==> src/sv/biquad_iir_filter_with_gains_defines.svh <==
// Assertion macros for the biquad filter block.
// Plain text header, no dependencies; included by the top level.
`ifndef BIQUAD_IIR_FILTER_WITH_GAINS_DEFINES_SVH
`define BIQUAD_IIR_FILTER_WITH_GAINS_DEFINES_SVH

// Same-cycle implication, disabled during reset.
`define BQF_ASSERT_IMPL(label, clk, rst_n, ante, cons) \
    label: assert property (@(posedge clk) disable iff (!(rst_n)) (ante) |-> (cons)) \
        else $error("bqf assertion failed");

// Next-cycle implication, disabled during reset.
`define BQF_ASSERT_NEXT(label, clk, rst_n, ante, cons) \
    label: assert property (@(posedge clk) disable iff (!(rst_n)) (ante) |=> (cons)) \
        else $error("bqf assertion failed");

`endif

==> src/sv/bqf_pkg.sv <==
// Shared constants, register indexes and controller/datapath types for the
// biquad filter block. No dependencies.
package bqf_pkg;

    localparam int SAMPLE_WIDTH = 16;
    localparam int COEF_WIDTH   = 32;
    localparam int STATE_WIDTH  = 32;
    localparam int STATE_FRAC   = 16;
    localparam int CFG_IDX_W    = 3;
    localparam int CFG_DATA_W   = 32;

    localparam logic [CFG_IDX_W-1:0] REG_B0 = 3'd0;
    localparam logic [CFG_IDX_W-1:0] REG_B1 = 3'd1;
    localparam logic [CFG_IDX_W-1:0] REG_B2 = 3'd2;
    localparam logic [CFG_IDX_W-1:0] REG_A1 = 3'd3;
    localparam logic [CFG_IDX_W-1:0] REG_A2 = 3'd4;
    localparam logic [CFG_IDX_W-1:0] REG_IG = 3'd5;
    localparam logic [CFG_IDX_W-1:0] REG_OG = 3'd6;

    localparam logic signed [CFG_DATA_W-1:0] RST_B0 = 32'sd536870912;
    localparam logic signed [CFG_DATA_W-1:0] RST_B1 = 32'sd1073741824;
    localparam logic signed [CFG_DATA_W-1:0] RST_B2 = 32'sd536870912;
    localparam logic signed [CFG_DATA_W-1:0] RST_A1 = -32'sd1057840781;
    localparam logic signed [CFG_DATA_W-1:0] RST_A2 = 32'sd521202334;
    localparam logic signed [CFG_DATA_W-1:0] RST_IG = 32'sd57982;
    localparam logic signed [CFG_DATA_W-1:0] RST_OG = 32'sd536870912;

    // Operand pair for the shared multiplier
    typedef logic [2:0] t_mul_sel;
    localparam t_mul_sel MUL_X  = 3'd0;  // sample * input_gain
    localparam t_mul_sel MUL_B0 = 3'd1;  // b0 * x
    localparam t_mul_sel MUL_B1 = 3'd2;  // b1 * prev_in_1
    localparam t_mul_sel MUL_B2 = 3'd3;  // b2 * prev_in_2
    localparam t_mul_sel MUL_A1 = 3'd4;  // a1 * prev_out_1
    localparam t_mul_sel MUL_A2 = 3'd5;  // a2 * prev_out_2
    localparam t_mul_sel MUL_G  = 3'd6;  // s * output_gain

    typedef logic [1:0] t_acc_op;
    localparam t_acc_op ACC_HOLD = 2'd0;
    localparam t_acc_op ACC_LOAD = 2'd1;
    localparam t_acc_op ACC_ADD  = 2'd2;
    localparam t_acc_op ACC_SUB  = 2'd3;

    typedef struct packed {
        t_mul_sel mul_sel;
        t_acc_op  acc_op;
        logic     x_load;
        logic     s_load;
        logic     out_load;
    } t_cmd;

    typedef struct packed {
        logic out_free;
    } t_stat;

endpackage

==> src/sv/bqf_ifs.sv <==
// Channel interfaces of the biquad filter block: sample in, result out and
// configuration write. Depends on bqf_pkg for default widths.
interface bqf_sample_if #(
    parameter int W = bqf_pkg::SAMPLE_WIDTH
);
    logic                valid;
    logic                ready;
    logic signed [W-1:0] sample;

    modport source (output valid, output sample, input ready);
    modport sink   (input valid, input sample, output ready);
endinterface

interface bqf_result_if #(
    parameter int W = bqf_pkg::SAMPLE_WIDTH
);
    logic                valid;
    logic                ready;
    logic signed [W-1:0] filtered_sample;
    logic                saturated;

    modport source (output valid, output filtered_sample, output saturated, input ready);
    modport sink   (input valid, input filtered_sample, input saturated, output ready);
endinterface

interface bqf_cfg_if;
    logic                                valid;
    logic                                ready;
    logic [bqf_pkg::CFG_IDX_W-1:0]       index;
    logic [bqf_pkg::CFG_DATA_W-1:0]      data;

    modport source (output valid, output index, output data, input ready);
    modport sink   (input valid, input index, input data, output ready);
endinterface

==> src/sv/bqf_datapath.sv <==
// Datapath of the biquad filter: coefficient registers, shared multiplier,
// wide accumulator, rounding/saturation, filter state and output register.
// Depends on bqf_pkg.
module bqf_datapath #(
    parameter int SAMPLE_WIDTH = bqf_pkg::SAMPLE_WIDTH,
    parameter int COEF_WIDTH   = bqf_pkg::COEF_WIDTH
) (
    input  logic                                i_clk,
    input  logic                                i_rst_n,
    input  logic                                i_cfg_valid,
    input  logic [bqf_pkg::CFG_IDX_W-1:0]       i_cfg_index,
    input  logic [bqf_pkg::CFG_DATA_W-1:0]      i_cfg_data,
    input  logic signed [SAMPLE_WIDTH-1:0]      i_sample,
    input  bqf_pkg::t_cmd                       i_cmd,
    output bqf_pkg::t_stat                      o_stat,
    input  logic                                i_out_ready,
    output logic                                o_out_valid,
    output logic signed [SAMPLE_WIDTH-1:0]      o_filtered_sample,
    output logic                                o_saturated
);

    localparam int STW  = bqf_pkg::STATE_WIDTH;
    localparam int CW   = COEF_WIDTH;
    localparam int SW   = SAMPLE_WIDTH;
    localparam int CF   = CW - 3;
    localparam int PW   = CW + STW;
    localparam int AW   = PW + 3;
    localparam int WW   = AW + 1;
    localparam int ISH  = CF + SW - 1 - bqf_pkg::STATE_FRAC;
    localparam int OSH  = (SW <= bqf_pkg::STATE_FRAC + 1) ? bqf_pkg::STATE_FRAC + 1 - SW : 0;
    localparam int LSH  = (SW >  bqf_pkg::STATE_FRAC + 1) ? SW - bqf_pkg::STATE_FRAC - 1 : 0;
    localparam int OW   = STW + 8;

    localparam logic signed [WW-1:0] X_HALF = (WW'(1) << ISH) >> 1;
    localparam logic signed [WW-1:0] C_HALF = (WW'(1) << CF) >> 1;
    localparam logic signed [OW-1:0] O_HALF = (OW'(1) << OSH) >> 1;

    // Clamp a wide value to the state range; top bit flags a clip
    function automatic logic [STW:0] sat_st(input logic signed [WW-1:0] v);
        logic [WW-STW:0] top;
        top = v[WW-1:STW-1];
        if (!v[WW-1] && (|top)) begin
            return {1'b1, 1'b0, {(STW-1){1'b1}}};
        end else if (v[WW-1] && !(&top)) begin
            return {1'b1, 1'b1, {(STW-1){1'b0}}};
        end else begin
            return {1'b0, v[STW-1:0]};
        end
    endfunction

    logic signed [CW-1:0]  r_b0, r_b1, r_b2, r_a1, r_a2, r_ig, r_og;
    logic signed [STW-1:0] r_pin1, r_pin2, r_pout1, r_pout2;
    logic signed [STW-1:0] r_x, r_s;
    logic signed [PW-1:0]  r_prod;
    logic signed [AW-1:0]  r_acc;
    logic                  r_flag;
    logic                  r_out_valid;
    logic signed [SW-1:0]  r_out_sample;
    logic                  r_out_sat;

    logic signed [CW-1:0]  w_mul_a;
    logic signed [STW-1:0] w_mul_b;
    logic signed [PW-1:0]  w_prod;
    logic signed [WW-1:0]  w_x_wide, w_s_wide, w_y_wide;
    logic                  w_x_clip, w_s_clip, w_y_clip, w_o_clip;
    logic signed [STW-1:0] w_x, w_s, w_y;
    logic signed [OW-1:0]  w_y_ext, w_o_wide;
    logic [OW-SW:0]        w_o_top;
    logic signed [SW-1:0]  w_o;

    always_comb begin
        case (i_cmd.mul_sel)
            bqf_pkg::MUL_X: begin
                w_mul_a = r_ig;
                w_mul_b = STW'(i_sample);
            end
            bqf_pkg::MUL_B0: begin
                w_mul_a = r_b0;
                w_mul_b = r_x;
            end
            bqf_pkg::MUL_B1: begin
                w_mul_a = r_b1;
                w_mul_b = r_pin1;
            end
            bqf_pkg::MUL_B2: begin
                w_mul_a = r_b2;
                w_mul_b = r_pin2;
            end
            bqf_pkg::MUL_A1: begin
                w_mul_a = r_a1;
                w_mul_b = r_pout1;
            end
            bqf_pkg::MUL_A2: begin
                w_mul_a = r_a2;
                w_mul_b = r_pout2;
            end
            bqf_pkg::MUL_G: begin
                w_mul_a = r_og;
                w_mul_b = r_s;
            end
            default: begin
                w_mul_a = r_ig;
                w_mul_b = STW'(i_sample);
            end
        endcase
    end

    assign w_prod = PW'(w_mul_a) * PW'(w_mul_b);

    // Round half up, then clamp to the state range
    assign w_x_wide = (WW'(r_prod) + X_HALF) >>> ISH;
    assign w_s_wide = (WW'(r_acc) + C_HALF) >>> CF;
    assign w_y_wide = (WW'(r_prod) + C_HALF) >>> CF;
    assign {w_x_clip, w_x} = sat_st(w_x_wide);
    assign {w_s_clip, w_s} = sat_st(w_s_wide);
    assign {w_y_clip, w_y} = sat_st(w_y_wide);

    // Reduce y to sample format: round half up for narrow samples, shift up for wide
    assign w_y_ext  = OW'(w_y);
    assign w_o_wide = ((w_y_ext + O_HALF) >>> OSH) <<< LSH;
    assign w_o_top  = w_o_wide[OW-1:SW-1];

    always_comb begin
        if (!w_o_wide[OW-1] && (|w_o_top)) begin
            w_o_clip = 1'b1;
            w_o      = {1'b0, {(SW-1){1'b1}}};
        end else if (w_o_wide[OW-1] && !(&w_o_top)) begin
            w_o_clip = 1'b1;
            w_o      = {1'b1, {(SW-1){1'b0}}};
        end else begin
            w_o_clip = 1'b0;
            w_o      = w_o_wide[SW-1:0];
        end
    end

    always_ff @(posedge i_clk) begin
        if (!i_rst_n) begin
            r_b0        <= CW'(bqf_pkg::RST_B0);
            r_b1        <= CW'(bqf_pkg::RST_B1);
            r_b2        <= CW'(bqf_pkg::RST_B2);
            r_a1        <= CW'(bqf_pkg::RST_A1);
            r_a2        <= CW'(bqf_pkg::RST_A2);
            r_ig        <= CW'(bqf_pkg::RST_IG);
            r_og        <= CW'(bqf_pkg::RST_OG);
            r_pin1      <= '0;
            r_pin2      <= '0;
            r_pout1     <= '0;
            r_pout2     <= '0;
            r_out_valid <= 1'b0;
        end else begin
            if (i_cfg_valid) begin
                case (i_cfg_index)
                    bqf_pkg::REG_B0: r_b0 <= i_cfg_data[CW-1:0];
                    bqf_pkg::REG_B1: r_b1 <= i_cfg_data[CW-1:0];
                    bqf_pkg::REG_B2: r_b2 <= i_cfg_data[CW-1:0];
                    bqf_pkg::REG_A1: r_a1 <= i_cfg_data[CW-1:0];
                    bqf_pkg::REG_A2: r_a2 <= i_cfg_data[CW-1:0];
                    bqf_pkg::REG_IG: r_ig <= i_cfg_data[CW-1:0];
                    bqf_pkg::REG_OG: r_og <= i_cfg_data[CW-1:0];
                    default: ;
                endcase
            end
            if (i_cmd.out_load) begin
                r_pin2      <= r_pin1;
                r_pin1      <= r_x;
                r_pout2     <= r_pout1;
                r_pout1     <= w_y;
                r_out_valid <= 1'b1;
            end else if (i_out_ready) begin
                r_out_valid <= 1'b0;
            end
        end
    end

    always_ff @(posedge i_clk) begin
        r_prod <= w_prod;
        case (i_cmd.acc_op)
            bqf_pkg::ACC_LOAD: r_acc <= AW'(r_prod);
            bqf_pkg::ACC_ADD:  r_acc <= r_acc + AW'(r_prod);
            bqf_pkg::ACC_SUB:  r_acc <= r_acc - AW'(r_prod);
            default: ;
        endcase
        if (i_cmd.x_load) begin
            r_x    <= w_x;
            r_flag <= w_x_clip;
        end
        if (i_cmd.s_load) begin
            r_s    <= w_s;
            r_flag <= r_flag | w_s_clip;
        end
        if (i_cmd.out_load) begin
            r_out_sample <= w_o;
            r_out_sat    <= r_flag | w_y_clip | w_o_clip;
        end
    end

    assign o_stat.out_free   = !r_out_valid || i_out_ready;
    assign o_out_valid       = r_out_valid;
    assign o_filtered_sample = r_out_sample;
    assign o_saturated       = r_out_sat;

endmodule

==> src/sv/bqf_ctrl.sv <==
// Sequencer of the biquad filter: steps the shared multiplier and the
// accumulator through one sample. Depends on bqf_pkg.
module bqf_ctrl (
    input  logic           i_clk,
    input  logic           i_rst_n,
    input  logic           i_in_valid,
    output logic           o_in_ready,
    input  bqf_pkg::t_stat i_stat,
    output bqf_pkg::t_cmd  o_cmd
);

    localparam logic [3:0] ST_IDLE = 4'd0;
    localparam logic [3:0] ST_MB1  = 4'd1;
    localparam logic [3:0] ST_MB0  = 4'd2;
    localparam logic [3:0] ST_MB2  = 4'd3;
    localparam logic [3:0] ST_MA1  = 4'd4;
    localparam logic [3:0] ST_MA2  = 4'd5;
    localparam logic [3:0] ST_MSUM = 4'd6;
    localparam logic [3:0] ST_RND  = 4'd7;
    localparam logic [3:0] ST_MG   = 4'd8;
    localparam logic [3:0] ST_OUT  = 4'd9;

    logic [3:0] r_state, n_state;

    always_comb begin
        n_state        = r_state;
        o_in_ready     = 1'b0;
        o_cmd.mul_sel  = bqf_pkg::MUL_X;
        o_cmd.acc_op   = bqf_pkg::ACC_HOLD;
        o_cmd.x_load   = 1'b0;
        o_cmd.s_load   = 1'b0;
        o_cmd.out_load = 1'b0;
        case (r_state)
            ST_IDLE: begin
                // sample * input_gain is captured on the accepting edge
                o_in_ready = 1'b1;
                if (i_in_valid) begin
                    n_state = ST_MB1;
                end
            end
            ST_MB1: begin
                o_cmd.x_load  = 1'b1;
                o_cmd.mul_sel = bqf_pkg::MUL_B1;
                n_state       = ST_MB0;
            end
            ST_MB0: begin
                o_cmd.mul_sel = bqf_pkg::MUL_B0;
                o_cmd.acc_op  = bqf_pkg::ACC_LOAD;
                n_state       = ST_MB2;
            end
            ST_MB2: begin
                o_cmd.mul_sel = bqf_pkg::MUL_B2;
                o_cmd.acc_op  = bqf_pkg::ACC_ADD;
                n_state       = ST_MA1;
            end
            ST_MA1: begin
                o_cmd.mul_sel = bqf_pkg::MUL_A1;
                o_cmd.acc_op  = bqf_pkg::ACC_ADD;
                n_state       = ST_MA2;
            end
            ST_MA2: begin
                o_cmd.mul_sel = bqf_pkg::MUL_A2;
                o_cmd.acc_op  = bqf_pkg::ACC_SUB;
                n_state       = ST_MSUM;
            end
            ST_MSUM: begin
                o_cmd.acc_op = bqf_pkg::ACC_SUB;
                n_state      = ST_RND;
            end
            ST_RND: begin
                o_cmd.s_load = 1'b1;
                n_state      = ST_MG;
            end
            ST_MG: begin
                o_cmd.mul_sel = bqf_pkg::MUL_G;
                n_state       = ST_OUT;
            end
            ST_OUT: begin
                // keep the gain product alive while the output slot is full
                o_cmd.mul_sel = bqf_pkg::MUL_G;
                if (i_stat.out_free) begin
                    o_cmd.out_load = 1'b1;
                    n_state        = ST_IDLE;
                end
            end
            default: begin
                n_state = ST_IDLE;
            end
        endcase
    end

    always_ff @(posedge i_clk) begin
        if (!i_rst_n) begin
            r_state <= ST_IDLE;
        end else begin
            r_state <= n_state;
        end
    end

endmodule

==> src/sv/biquad_iir_filter_with_gains.sv <==
// Top level of the biquad filter with input and output gains (direct form I).
// Depends on bqf_pkg, bqf_ifs, bqf_ctrl, bqf_datapath and the defines header.
//
//   channel  dir  payload                          transaction when
//   i_in     in   sample                           i_in.valid & i_in.ready
//   o_out    out  filtered_sample, saturated       o_out.valid & o_out.ready
//   i_cfg    in   index, data (7 registers)        i_cfg.valid & i_cfg.ready
//
// After its sample transaction a result steps through the sequencer states
// MB1, MB0, MB2, MA1, MA2, MSUM, RND, MG and OUT; one shared 32x32 multiplier
// does all seven products in sequence, the sum rounded before the output gain.
// Reset (synchronous) restores the default coefficients and clears the filter
// history. A new sample is taken as soon as the sequencer is idle, even while
// a result still waits; a stalled output holds the next result in its final
// step. Configuration is always ready.
`include "biquad_iir_filter_with_gains_defines.svh"

module biquad_iir_filter_with_gains #(
    parameter int SAMPLE_WIDTH = bqf_pkg::SAMPLE_WIDTH,
    parameter int COEF_WIDTH   = bqf_pkg::COEF_WIDTH
) (
    input  logic          i_clk,
    input  logic          i_rst_n,
    bqf_sample_if.sink    i_in,
    bqf_result_if.source  o_out,
    bqf_cfg_if.sink       i_cfg
);

    bqf_pkg::t_cmd  w_cmd;
    bqf_pkg::t_stat w_stat;
    logic           w_in_ready;

    bqf_ctrl u_ctrl (
        .i_clk      (i_clk),
        .i_rst_n    (i_rst_n),
        .i_in_valid (i_in.valid),
        .o_in_ready (w_in_ready),
        .i_stat     (w_stat),
        .o_cmd      (w_cmd)
    );

    bqf_datapath #(
        .SAMPLE_WIDTH (SAMPLE_WIDTH),
        .COEF_WIDTH   (COEF_WIDTH)
    ) u_datapath (
        .i_clk             (i_clk),
        .i_rst_n           (i_rst_n),
        .i_cfg_valid       (i_cfg.valid),
        .i_cfg_index       (i_cfg.index),
        .i_cfg_data        (i_cfg.data),
        .i_sample          (i_in.sample),
        .i_cmd             (w_cmd),
        .o_stat            (w_stat),
        .i_out_ready       (o_out.ready),
        .o_out_valid       (o_out.valid),
        .o_filtered_sample (o_out.filtered_sample),
        .o_saturated       (o_out.saturated)
    );

    assign i_in.ready  = w_in_ready;
    assign i_cfg.ready = 1'b1;

    `BQF_ASSERT_NEXT(a_busy_after_accept, i_clk, i_rst_n, i_in.valid && i_in.ready, !i_in.ready && w_cmd.x_load)
    `BQF_ASSERT_IMPL(a_no_overwrite, i_clk, i_rst_n, w_cmd.out_load, w_stat.out_free)
    `BQF_ASSERT_NEXT(a_result_shown, i_clk, i_rst_n, w_cmd.out_load, o_out.valid)

endmodule

==> src/flat_wrapper.sv <==
// flat-port wrapper written by rule: the top's interface ports become plain ports
module biquad_iir_filter_with_gains_flat 
#(
    parameter int SAMPLE_WIDTH = bqf_pkg::SAMPLE_WIDTH,
    parameter int COEF_WIDTH   = bqf_pkg::COEF_WIDTH
)
  (i_clk, i_rst_n, i_in_valid, i_in_sample, i_in_ready, o_out_valid, o_out_filtered_sample, o_out_saturated, o_out_ready, i_cfg_valid, i_cfg_index, i_cfg_data, i_cfg_ready);
  bqf_sample_if i_in_i ();
  bqf_result_if o_out_i ();
  bqf_cfg_if i_cfg_i ();
  input  logic i_clk;
  input  logic i_rst_n;
  input wire logic [$bits(i_in_i.valid)-1:0] i_in_valid;
  input wire logic [$bits(i_in_i.sample)-1:0] i_in_sample;
  output wire logic [$bits(i_in_i.ready)-1:0] i_in_ready;
  output wire logic [$bits(o_out_i.valid)-1:0] o_out_valid;
  output wire logic [$bits(o_out_i.filtered_sample)-1:0] o_out_filtered_sample;
  output wire logic [$bits(o_out_i.saturated)-1:0] o_out_saturated;
  input wire logic [$bits(o_out_i.ready)-1:0] o_out_ready;
  input wire logic [$bits(i_cfg_i.valid)-1:0] i_cfg_valid;
  input wire logic [$bits(i_cfg_i.index)-1:0] i_cfg_index;
  input wire logic [$bits(i_cfg_i.data)-1:0] i_cfg_data;
  output wire logic [$bits(i_cfg_i.ready)-1:0] i_cfg_ready;
  assign i_in_i.valid = i_in_valid;
  assign i_in_i.sample = i_in_sample;
  assign i_in_ready = i_in_i.ready;
  assign o_out_valid = o_out_i.valid;
  assign o_out_filtered_sample = o_out_i.filtered_sample;
  assign o_out_saturated = o_out_i.saturated;
  assign o_out_i.ready = o_out_ready;
  assign i_cfg_i.valid = i_cfg_valid;
  assign i_cfg_i.index = i_cfg_index;
  assign i_cfg_i.data = i_cfg_data;
  assign i_cfg_ready = i_cfg_i.ready;
  biquad_iir_filter_with_gains #(.SAMPLE_WIDTH(SAMPLE_WIDTH), .COEF_WIDTH(COEF_WIDTH)) u_core (.i_clk(i_clk), .i_rst_n(i_rst_n), .i_in(i_in_i), .o_out(o_out_i), .i_cfg(i_cfg_i));
endmodule
==> config.mk <==
export PLATFORM = sky130hd
export DESIGN_NAME = biquad_iir_filter_with_gains_flat
export DESIGN_NICKNAME = d
export VERILOG_FILES = /design/src/sv/bqf_pkg.sv /design/src/sv/bqf_ifs.sv /design/src/sv/bqf_datapath.sv /design/src/sv/bqf_ctrl.sv /design/src/sv/biquad_iir_filter_with_gains.sv /design/src/flat_wrapper.sv
export VERILOG_INCLUDE_DIRS = /design/src /design/src/sv
export SDC_FILE = /design/constraint.sdc
export NUM_CORES = 2
export LEC_CHECK = 0
export BUFFER_PORTS_ARGS = -buffer_cell sky130_fd_sc_hd__buf_2
export CORE_MARGIN = 3
export CORE_UTILIZATION = 50
export DETAILED_ROUTE_END_ITERATION = 10
export GPL_TIMING_DRIVEN = 0
export HOLD_SLACK_MARGIN = 0.08
export PLACE_DENSITY = 0.62
export SLEW_MARGIN = 10
export SYNTH_ARGS = -nofsm -noshare
export SYNTH_HDL_FRONTEND = slang
export SYNTH_SLANG_ARGS = --single-unit
==> constraint.sdc <==
create_clock -name i_clk -period 18.7 [get_ports i_clk]
set_input_delay 0.935 -clock i_clk [delete_from_list [all_inputs] [get_ports i_clk]]
set_output_delay 0.935 -clock i_clk [all_outputs]
set_load 0.02 [all_outputs]
==> flow_summary.json <==
{
  "status": "finished with violations",
  "violations": "capacitance limit, slew limit",
  "syn-cell-area_um2": 66500,
  "core_um2": 132000,
  "worstSetupPathType": "reg -> reg",
  "hold_class": "reg -> reg",
  "syn_inst": 7675,
  "setup-tns-final_ps": 0,
  "grt_pass1_wl_um": 402000,
  "cts_resized": 0,
  "hold_path_depth": 2,
  "cp_common_cell": "fa_1",
  "initial_core_util": 0.504,
  "start_kind": "flop",
  "h-tree-depth": 2,
  "drtIter0Drc": 6644,
  "cpMaxStageDelayCell": "nand4_1",
  "cp_data_required_time_ps": 19200,
  "synth_fp_nets": 9071,
  "row_count": 133,
  "synth_area_per_cell_um2": 8.66,
  "ys.flop_type": "dfxtp_1",
  "grt_pass1_vias": 56968,
  "fp.dieH_um": 371,
  "finClkSkew_ps": 55.6,
  "clockBufferDepth": 3,
  "viasPerCell": 5.98,
  "clkLatencyLatePin_ps": 690,
  "busiest_layer": "met2",
  "maxSlewViolCount": 1,
  "vias": 57663,
  "final_common_cell": "nand2_1",
  "end_kind": "flop",
  "async_flop_share": 0,
  "ys_types": 95,
  "yosysTopAreaCellShare": 0.326,
  "wl_um": 280000,
  "port_buffers": 73,
  "final_cell_mix": "nand2_1, fa_1, inv_1, nor2_1, dfxtp_1",
  "wl_per_cell_um": 29.0,
  "drtPass1Iterations": 6,
  "synth_seq_area_share": 0.194,
  "arrival_ps": 14890,
  "cts_tree": "done",
  "cts.sinks": 570,
  "tightest_slew_ps": 1500,
  "ys_warn_count": 0,
  "r2r_cells": 35,
  "hpwlAfterDp_um": 228000,
  "antenna_found_initial": 12,
  "die_area_um2": 137000,
  "numCtsBuffers": 60,
  "gp_congestion": 1.04,
  "fin_crit_ps": 14390,
  "met3_usage": 0.107,
  "hold_viol": 0,
  "cts_root_buffer": "clkbuf_16",
  "postCtsHoldBufs": 0,
  "reg2reg_slack_ps": 4310,
  "fin_nets": 9221,
  "synth_area_leaders": "fa_1, dfxtp_1, nand2_1",
  "drive_gt1_frac": 0.0376,
  "setup_violations": 0,
  "cap_violations": 1,
  "synth_top_area_cell": "fa_1",
  "slew_headroom": -0.00216,
  "rsz0062_at_grt": "no",
  "grt.overflow.total": 0,
  "clk_pin_slew_ps": 70,
  "drc_errors": 0,
  "grt_start_max_net_pins": 55,
  "io_pins": 76,
  "fmax_ghz": 0.0695,
  "synth-seq-cells": 570,
  "grt_usage": 0.409,
  "period_share": 0.769,
  "ant_nets": 0,
  "grt_use_met1": 0.555,
  "post_cts_buffers": 0,
  "globalRouteMet2Util": 0.590,
  "cp_max_fo": 10,
  "die_w_um": 371,
  "synth_edf_count": 149,
  "area_delta_synth_final_pct": 7.51,
  "crit_path_max_incr_delay_ps": 990
}
registers in the layout, indices dropped and copies added (netlist names), 4 cells and up:
signal,count
u_core.u_datapath.r_pin2,32
u_core.u_datapath.r_pout2,32
u_core.u_datapath.r_b0,32
u_core.u_datapath.r_pin1,32
u_core.u_datapath.o_filtered_sample,16
u_core.u_datapath.r_a1,32
u_core.u_ctrl.r_state,4
u_core.u_datapath.r_pout1,32
u_core.u_datapath.r_x,32
u_core.u_datapath.r_prod,64
u_core.u_datapath.r_acc,67
u_core.u_datapath.r_b2,32
u_core.u_datapath.r_s,32
u_core.u_datapath.r_og,32
u_core.u_datapath.r_b1,32
u_core.u_datapath.r_a2,32
u_core.u_datapath.r_ig,32
worst paths after layout:
kind | startpoint | to
worst min register to register | u_core.u_datapath.r_pin1[9] | u_core.u_datapath.r_pin2[9]
worst max register to register | u_core.u_ctrl.r_state[2] | u_core.u_datapath.r_prod[63]
worst min-delay path | u_core.u_datapath.r_pin1[9] | u_core.u_datapath.r_pin2[9]
worst max-delay path | u_core.u_ctrl.r_state[2] | u_core.u_datapath.r_prod[63]
worst max-delay path, delay by kind of cell, from the launching register on:
| family | cells | cell delay [ps] |
|---|---|---|
| adder cells (fa/ha/maj) | 9 | 4770 |
| AO/OA/AOI/OAI | 13 | 3550 |
| buffers and inverters | 8 | 3510 |
| AND/OR/NAND/NOR | 5 | 2080 |
| flip-flops | 1 | 300 |
cell type report:
| class | instances | area [um2] |
|---|---|---|
| Fill cell | 12614 | 60300 |
| Sequential cell | 570 | 12900 |
| Clock inverter | 33 | 372 |
| Clock buffer | 81 | 1710 |
| Tap cell | 1755 | 2200 |
| Buffer | 461 | 1810 |
| Multi-Input combinational cell | 5585 | 47900 |
| Timing Repair Buffer | 88 | 561 |
| Antenna cell | 7 | 17.5 |
| Inverter | 1059 | 3980 |
per-stage QoR:
step / hold WS [ps] / cells / worst slack, ps / cell area, um2 / util
final: 454 / 9639 / 4310 / 71500 / 0.542
after global routing: 470 / 9633 / 4000 / 71400 / 0.542
after CTS: 436 / 9631 / 4680 / 71400 / 0.542
after detailed placement: 456 / 9517 / 4730 / 69300 / 0.526
after global placement: 450 / 9503 / 3590 / 69000 / 0.524
after floorplan: 440 / 7675 / 8240 / 66500 / -
cells in the mapped netlist, drive strengths merged (48+ instances only):
library cell / n
a21boi: 285
a21o: 85
a21oi: 214
a221oi: 48
a22oi: 100
and4: 52
buf: 68
clkbuf: 393
dfxtp: 421
edfxtp: 149
fa: 1083
ha: 257
inv: 1058
nand2: 1441
nand3: 125
nand4: 100
nor2: 691
nor3: 71
o21ai: 188
xnor2: 166
xor2: 134
kinds of logic (layout without fill, tap and decap cells):
kind of cell,count (synthesis),count (layout),synth area share
xor+xnor,300,300,0.0396
other cells,1,8,0.0000564
buf+inv,1520,1722,0.0869
mux,7,7,0.00109
fa+ha+maj,1340,1340,0.375
simple gates,2721,2721,0.176
flops,570,570,0.194
compound gates,1216,1216,0.127
per-layer routing:
layer  vias to the layer above  wire length (um)
met1                     28875            112000
met4                         2             20700
met5                         -               127
met3                       694             31500
met2                      3216            116000
li1                      24876                 -
Power is left out: the tool's default activity adds up to more than one toggle a clock period on the data nets, which glitch-free logic cannot reach.
